$ cat src/rtl/assert_macros.svh
// assertion helpers used by the top-level rtl file
`ifndef ASSERT_MACROS_SVH
`define ASSERT_MACROS_SVH

`ifndef ASSERT_OFF

`define LFHB_ASSERT(lbl, clk, rst_n, cond) \
    lbl: assert property (@(posedge clk) disable iff (!rst_n) (cond)) \
        else $error("assertion failed");

`define LFHB_ASSERT_IMPL(lbl, clk, rst_n, ante, cons) \
    lbl: assert property (@(posedge clk) disable iff (!rst_n) (ante) |-> (cons)) \
        else $error("assertion failed");

`else

`define LFHB_ASSERT(lbl, clk, rst_n, cond)

`define LFHB_ASSERT_IMPL(lbl, clk, rst_n, ante, cons)

`endif

`endif

$ cat src/rtl/lfhb_pkg.sv
`default_nettype none

package lfhb_pkg;

    typedef enum logic [1:0] {
        OP_TICK   = 2'd0,
        OP_FLASH  = 2'd1,
        OP_STEADY = 2'd2
    } t_op;

    localparam logic [1:0] REG_FLASH_DUR = 2'd0;
    localparam logic [1:0] REG_HB_HALF   = 2'd1;
    localparam logic [1:0] REG_MASK      = 2'd2;

    localparam logic [15:0] FLASH_DUR_RESET = 16'd50;
    localparam logic [15:0] HB_HALF_RESET   = 16'd500;
    localparam logic [31:0] MASK_RESET      = 32'd63;

    typedef struct packed {
        logic [15:0] flash_dur;
        logic [15:0] hb_half;
    } t_cfg;

    typedef struct packed {
        logic [31:0] now_ms;
        logic        on_level;
        logic [2:0]  led_index;
        logic [1:0]  op;
    } t_item;

    // wrap-safe deadline check on the signed difference
    function automatic logic reached(logic [31:0] now, logic [31:0] dl);
        logic [31:0] diff;
        begin
            diff = now - dl;
            return ~diff[31];
        end
    endfunction

endpackage

`default_nettype wire

$ cat src/rtl/lfhb_apb_regs.sv
`default_nettype none

module lfhb_apb_regs #(
    parameter int NUM_LEDS = 6
) (
    input  wire logic                i_clk,
    input  wire logic                i_rst_n,
    input  wire logic                psel,
    input  wire logic                penable,
    input  wire logic                pwrite,
    input  wire logic [3:0]          paddr,
    input  wire logic [31:0]         pwdata,
    output logic      [31:0]         prdata,
    output logic                     pready,
    output lfhb_pkg::t_cfg           o_cfg,
    output logic      [NUM_LEDS-1:0] o_mask
);

    lfhb_pkg::t_cfg      r_cfg;
    logic [NUM_LEDS-1:0] r_mask;
    logic                wr_en;

    assign wr_en = psel && penable && pwrite;
    assign pready = 1'b1;

    always_ff @(posedge i_clk) begin
        if (!i_rst_n) begin
            r_cfg.flash_dur <= lfhb_pkg::FLASH_DUR_RESET;
            r_cfg.hb_half   <= lfhb_pkg::HB_HALF_RESET;
            r_mask          <= NUM_LEDS'(lfhb_pkg::MASK_RESET);
        end else if (wr_en) begin
            case (paddr[3:2])
                lfhb_pkg::REG_FLASH_DUR: r_cfg.flash_dur <= pwdata[15:0];
                lfhb_pkg::REG_HB_HALF:   r_cfg.hb_half   <= pwdata[15:0];
                lfhb_pkg::REG_MASK:      r_mask          <= pwdata[NUM_LEDS-1:0];
                default: ;
            endcase
        end
    end

    always_comb begin
        case (paddr[3:2])
            lfhb_pkg::REG_FLASH_DUR: prdata = {16'd0, r_cfg.flash_dur};
            lfhb_pkg::REG_HB_HALF:   prdata = {16'd0, r_cfg.hb_half};
            lfhb_pkg::REG_MASK:      prdata = 32'(r_mask);
            default:                 prdata = 32'd0;
        endcase
    end

    assign o_cfg  = r_cfg;
    assign o_mask = r_mask;

endmodule

`default_nettype wire

$ cat src/rtl/lfhb_core.sv
`default_nettype none

module lfhb_core #(
    parameter int NUM_LEDS = 6
) (
    input  wire logic                i_clk,
    input  wire logic                i_rst_n,
    input  wire lfhb_pkg::t_cfg      i_cfg,
    input  wire logic [NUM_LEDS-1:0] i_mask,
    input  wire logic                i_in_vld,
    output logic                     o_in_rdy,
    input  wire lfhb_pkg::t_item     i_item,
    output logic                     o_out_vld,
    input  wire logic                i_out_rdy,
    output logic      [NUM_LEDS-1:0] o_levels
);

    localparam int HB = NUM_LEDS - 1;

    logic                r_in_vld;
    lfhb_pkg::t_item     r_item;
    logic                r_out_vld;
    logic [NUM_LEDS-1:0] r_out;

    logic [NUM_LEDS-1:0] r_steady, n_steady;
    logic [NUM_LEDS-1:0] r_flashing, n_flashing;
    logic [NUM_LEDS-1:0] r_driven, n_driven;
    logic [31:0]         r_deadline [NUM_LEDS];
    logic [31:0]         n_deadline [NUM_LEDS];
    logic [31:0]         r_hb_next, n_hb_next;
    logic                r_hb_level, n_hb_level;

    logic                advance;
    logic [NUM_LEDS-1:0] sel;
    logic [31:0]         flash_end;
    logic [31:0]         hb_end;

    assign advance   = !r_out_vld || i_out_rdy;
    assign o_in_rdy  = !r_in_vld || advance;
    assign flash_end = r_item.now_ms + {16'd0, i_cfg.flash_dur};
    assign hb_end    = r_item.now_ms + {16'd0, i_cfg.hb_half};

    always_comb begin
        for (int k = 0; k < NUM_LEDS; k++) begin
            sel[k] = (32'(r_item.led_index) == k);
        end
    end

    always_comb begin
        n_steady   = r_steady;
        n_flashing = r_flashing;
        n_driven   = r_driven;
        n_hb_next  = r_hb_next;
        n_hb_level = r_hb_level;
        for (int k = 0; k < NUM_LEDS; k++) begin
            n_deadline[k] = r_deadline[k];
        end
        case (lfhb_pkg::t_op'(r_item.op))
            lfhb_pkg::OP_FLASH: begin
                for (int k = 0; k < NUM_LEDS; k++) begin
                    if (sel[k] && i_mask[k]) begin
                        n_flashing[k] = 1'b1;
                        n_deadline[k] = flash_end;
                        n_driven[k]   = 1'b1;
                    end
                end
            end
            lfhb_pkg::OP_STEADY: begin
                for (int k = 0; k < NUM_LEDS; k++) begin
                    if (sel[k]) begin
                        n_steady[k] = r_item.on_level;
                        if (!r_flashing[k] && i_mask[k]) begin
                            n_driven[k] = r_item.on_level;
                        end
                    end
                end
            end
            lfhb_pkg::OP_TICK: begin
                for (int k = 0; k < NUM_LEDS; k++) begin
                    if (r_flashing[k] && lfhb_pkg::reached(r_item.now_ms, r_deadline[k])) begin
                        n_flashing[k] = 1'b0;
                        if (i_mask[k]) begin
                            n_driven[k] = r_steady[k];
                        end
                    end
                end
                if (i_mask[HB] && !n_flashing[HB]) begin
                    if (r_hb_next == 32'd0) begin
                        n_hb_next = hb_end;
                    end else if (lfhb_pkg::reached(r_item.now_ms, r_hb_next)) begin
                        n_hb_level   = !r_hb_level;
                        n_driven[HB] = !r_hb_level;
                        n_hb_next    = hb_end;
                    end
                end
            end
            default: ;
        endcase
    end

    always_ff @(posedge i_clk) begin
        if (!i_rst_n) begin
            r_in_vld   <= 1'b0;
            r_out_vld  <= 1'b0;
            r_steady   <= '0;
            r_flashing <= '0;
            r_driven   <= '0;
            r_hb_next  <= 32'd0;
            r_hb_level <= 1'b0;
            for (int k = 0; k < NUM_LEDS; k++) begin
                r_deadline[k] <= 32'd0;
            end
        end else begin
            if (o_in_rdy) begin
                r_in_vld <= i_in_vld;
            end
            if (advance) begin
                r_out_vld <= r_in_vld;
            end
            if (advance && r_in_vld) begin
                r_steady   <= n_steady;
                r_flashing <= n_flashing;
                r_driven   <= n_driven;
                r_hb_next  <= n_hb_next;
                r_hb_level <= n_hb_level;
                for (int k = 0; k < NUM_LEDS; k++) begin
                    r_deadline[k] <= n_deadline[k];
                end
            end
        end
    end

    always_ff @(posedge i_clk) begin
        if (o_in_rdy && i_in_vld) begin
            r_item <= i_item;
        end
        if (advance && r_in_vld) begin
            r_out <= n_driven & i_mask;
        end
    end

    assign o_out_vld = r_out_vld;
    assign o_levels  = r_out;

endmodule

`default_nettype wire

$ cat src/rtl/led_flash_heartbeat_driver_top.sv
// an accepted input beat is registered into r_item, and its result beat is registered into r_out
// throughput: one beat per cycle while m_tready does not stall the output, the state update is a single registered pass
// per-led deadline compares and one heartbeat compare run in parallel
// reset: synchronous active low, clears the led steady, flash, deadline and heartbeat state and loads register defaults
`default_nettype none

`include "assert_macros.svh"

module led_flash_heartbeat_driver_top #(
    parameter  int NUM_LEDS = 6,
    localparam int OUT_W    = ((NUM_LEDS + 7) / 8) * 8
) (
    input  wire logic                 i_clk,
    input  wire logic                 i_rst_n,
    input  wire logic                 s_tvalid,
    output logic                      s_tready,
    // op[1:0], led_index[4:2], on_level[5], now_ms[37:6], zero pad
    input  wire logic [39:0]          s_tdata,
    output logic                      m_tvalid,
    input  wire logic                 m_tready,
    // led_levels from bit 0, zero pad
    output logic      [OUT_W-1:0]     m_tdata,
    input  wire logic                 psel,
    input  wire logic                 penable,
    input  wire logic                 pwrite,
    input  wire logic [3:0]           paddr,
    input  wire logic [31:0]          pwdata,
    output logic      [31:0]          prdata,
    output logic                      pready
);

    lfhb_pkg::t_cfg      w_cfg;
    logic [NUM_LEDS-1:0] w_mask;
    logic [NUM_LEDS-1:0] w_levels;
    lfhb_pkg::t_item     w_item;

    assign w_item = lfhb_pkg::t_item'(s_tdata[37:0]);

    lfhb_apb_regs #(
        .NUM_LEDS (NUM_LEDS)
    ) u_regs (
        .i_clk   (i_clk),
        .i_rst_n (i_rst_n),
        .psel    (psel),
        .penable (penable),
        .pwrite  (pwrite),
        .paddr   (paddr),
        .pwdata  (pwdata),
        .prdata  (prdata),
        .pready  (pready),
        .o_cfg   (w_cfg),
        .o_mask  (w_mask)
    );

    lfhb_core #(
        .NUM_LEDS (NUM_LEDS)
    ) u_core (
        .i_clk     (i_clk),
        .i_rst_n   (i_rst_n),
        .i_cfg     (w_cfg),
        .i_mask    (w_mask),
        .i_in_vld  (s_tvalid),
        .o_in_rdy  (s_tready),
        .i_item    (w_item),
        .o_out_vld (m_tvalid),
        .i_out_rdy (m_tready),
        .o_levels  (w_levels)
    );

    assign m_tdata = OUT_W'(w_levels);

    `LFHB_ASSERT_IMPL(a_absent_low, i_clk, i_rst_n, m_tvalid, (w_levels & ~w_mask) == '0)
    `LFHB_ASSERT_IMPL(a_ready_when_empty, i_clk, i_rst_n, !m_tvalid, s_tready)

endmodule

`default_nettype wire
$ cat config.mk
export PLATFORM = sky130hd
export DESIGN_NAME = led_flash_heartbeat_driver_top
export DESIGN_NICKNAME = d
export VERILOG_FILES = /design/src/rtl/lfhb_pkg.sv /design/src/rtl/lfhb_apb_regs.sv /design/src/rtl/lfhb_core.sv /design/src/rtl/led_flash_heartbeat_driver_top.sv
export VERILOG_INCLUDE_DIRS = /design/src /design/src/rtl
export SDC_FILE = /design/constraint.sdc
export NUM_CORES = 1
export LEC_CHECK = 0
export ABC_AREA = 1
export BUFFER_PORTS_ARGS = -buffer_cell sky130_fd_sc_hd__buf_4
export CAP_MARGIN = 15
export CORE_ASPECT_RATIO = 1.4
export CORE_MARGIN = 5
export CORE_UTILIZATION = 30
export CTS_BUF_LIST = sky130_fd_sc_hd__clkbuf_8
export CTS_CLUSTER_SIZE = 8
export DETAILED_ROUTE_END_ITERATION = 16
export PLACE_DENSITY = 0.51
export REMOVE_ABC_BUFFERS = 1
export SKIP_LAST_GASP = 1
export SYNTH_ARGS = -nofsm -noshare
export SYNTH_HDL_FRONTEND = slang
export SYNTH_SLANG_ARGS = --single-unit
$ cat constraint.sdc
create_clock -name i_clk -period 8.4 [get_ports i_clk]
set_input_delay 1.68 -clock i_clk [delete_from_list [all_inputs] [get_ports i_clk]]
set_output_delay 1.68 -clock i_clk [all_outputs]
set_load 0.1 [all_outputs]
==> key figures <==
Run status
  • Status: finished, final reports clean

Clocking
  • CTS resizes: 0
  • CTS buffer count: 55
  • Root Driver: clkbuf_8
  • CTS max path bufs: 3
  • # Post-CTS Setup Buffers: 0
  • CTS Sinks: 327
  • CTS tree: done
  • H-tree Lvls: 2
  • Clk slew on worst S/H paths: ~0.060 ns
  • Hold_buf cts: 0
  • Worst-Skew Late Latency: 0.65 ns

Power and ir drop
  • Power per cell area: ~180 mW/mm2
  • Power Total: 3.89 mW
  • P_leak: 10.1 nW
  • Peak supply drop: around 0.00008 V

Global route
  • GR Overflow Total: 0
  • First-pass GRT wire length: 86,900 um
  • Vias in the first global route: approximately 16k
  • Initial antenna violation count: 1
  • Total GRT Usage: 15.8%
  • Largest net degree at the start of global routing: 54

Route
  • Post-route ant nets: 0
  • Highest routed layer: met4
  • Routed wire length: roughly 56,000 um
  • Met3 routed WL: 2000 um
  • DR pass1 iterations: 5
  • Wire length on met2: 28,600 um
  • Met1 WL: 22,900 um
  • Vias: 15.5k
  • Drt drc: 0
  • Via/cell ratio: 4.79
  • Initial drt markers: 788
  • WL/cell: 17.4 um

STA
  • Fmax: between 200 and 250 MHz
  • Unrepaired setup endpoints after global routing: no
  • Setup Skew: 0.0287 ns
  • Final Setup Violations: 0
  • TNS Setup: 0 ns
  • Final Hold Violating Endpoints: 0
  • Worst rel slew slack: 29.4%
  • Setup WS post-layout: 3.91 ns
  • Final period util: a little over half
  • Fin. max-slew vios: 0
  • Post-route minimum period: between 4 and 5 ns
  • Worst Tran Pin Value: 1.06 ns

Floorplanning
  • Die area: 0.0702 mm2
  • Die Span X: roughly 230 um
  • Core area: roughly 0.064 mm2
  • Number of core rows: 110
  • Starting density of the core: between 30 and 40%
  • Die height: 312 um
  • Ports: 126

Synth
  • Seq/Total Area, Yosys: 45.7%
  • Number of flops mapped to enable cells by yosys: 236
  • Synth Area in XOR/XNOR: about 1.7%
  • Ys flop type: edfxtp_1
  • Synth Area in Simple Gates: 16.7%
  • Synthesized instance count: between 2k and 2.5k
  • FFs w/ async S/R, synth: 0%
  • Compound-gate portion of the synthesized area: ~11%
  • Adder-cell share of the synthesized area: 15.7%
  • Post-synthesis mux area share: 0%
  • Post-Syn Area: just under 0.02 mm2
  • Synth warn: 0
  • Seq cells post-synth: 327
  • Cell variety after synth: 45
  • Largest family of logic cells by synthesized area: simple AND/OR/NAND/NOR gates
  • Syn avg cell area: 8.79 um2

Worst hold path
  • Hold Path Class: reg2reg
  • Hold Path Stages: 2

Worst setup path
  • Startpoint types: input pin
  • Crit Path Class: in2out
  • CP required: 6.72 ns
  • Data arrival time of the worst path: 2.81 ns
  • CP Capture Type: primary output
  • CP Max Fanout: 17
  • R2R cell count: 15

Placement
  • Placed cells: 3,133
  • Dpl ws: 3.65 ns
  • Gpl congestion: 0.902
  • Detail Placement HPWL: 43,000 um
  • Port bufs: 86

Finish
  • Nets: 2,677
  • Reg area: 0.00891 mm2
  • Footprint of the multi-input gates: 0.00888 mm2
  • Area Overhead vs Synth: 13.8%
  • Fillers: 6,609
  • Post-Layout Cell Count: 3,235
  • Layout cells sized above 1: under 10%

Job
  • Max_cap viols: 0
-- cell type report --
cell class	instances	area share (%)
clock inverter	42	1.04
clock buffer	59	3.66
antenna	1	0.0113
multi-input combinational	1465	40.0
timing repair buffer	109	3.69
tap	840	4.74
sequential	327	40.2
inverter	392	6.64
-- Yosys cell counts (all sizes together) (20+ instances only) --
cell type / count / area, um2
nand3: 98 / 500
nand4: 34 / 213
nor3: 35 / 185
inv: 390 / 1460
ha: 242 / 3030
xor2: 28 / 245
o21ai: 116 / 584
nand2: 399 / 1500
nor2: 181 / 692
a21oi: 211 / 1060
edfxtp: 236 / 7090
buf: 30 / 226
dfxtp: 91 / 1820
clkbuf: 20 / 75.1
-- metal layers --
metal,track usage [%],vias up
met5,0,-
met3,2.01,115
met4,7.29,0
li1,-,7718
met1,18.3,7313
met2,28.7,360
-- sequential cells by signal (all words and copies together) (netlist names) --
name	cells
u_core.o_levels	6
u_core.o_out_vld	1
u_core.r_deadline	192
u_core.r_driven	6
u_core.r_flashing	6
u_core.r_hb_level	1
u_core.r_hb_next	32
u_core.r_in_vld	1
u_core.r_item	38
u_core.r_steady	6
u_regs.o_cfg	32
u_regs.o_mask	6
-- cell families (layout without fill, tap and decap cells) --
group	after synthesis	after routing
AOI/OAI and AO/OA	392	392
xor gates and xnor gates	37	37
adders and majority gates	244	244
buffers and inverters	442	602
DFF	327	327
other	2	20
and+or+nand+nor	773	773
-- worst paths after layout --
kind,from,slack (ns),end
max,paddr[3],3.91,prdata[7]
min,u_core.r_steady[0],0.46,u_core.r_steady[0]
max reg2reg,u_core.r_item[30],4.54,u_core.r_hb_next[15]
min reg2reg,u_core.r_steady[0],0.46,u_core.r_steady[0]
-- worst max-delay path, stage by stage --
cell and delay [ns]:
buf_4 0.12, nor2_1 0.10, buf_4 0.27, a22o_1 0.29
buf_4 0.33
-- power breakdown --
| group | internal (mW) | switching, mW | total, mW |
|---|---|---|---|
| Sequential | 1.81 | 0.0509 | 1.86 |
| Clock | 0.708 | 0.685 | 1.39 |
| Combinational | 0.200 | 0.438 | 0.637 |
-- per-stage QoR --
stage | hold WS (ns) | util (%) | instance area (um2)
after global routing | 0.498 | 34.4 | 22200
after detailed placement | 0.460 | 32.8 | 21100
after CTS | 0.469 | 34.4 | 22200
final | 0.464 | 34.4 | 22200
after global placement | 0.456 | 32.8 | 21100
after floorplan | 0.429 | - | 19200
-- placed cells by master, fill, tap and decap left out, drive strengths merged, types with 35 or more instances in the layout --
cell type,count
inv,413
nand2,399
ha,242
edfxtp,236
a21oi,211
nor2,181
o21ai,116
buf,109
nand3,98
dfxtp,91
clkbuf,59
nor3,35
Note: power is estimated with default switching activity, not from simulation.
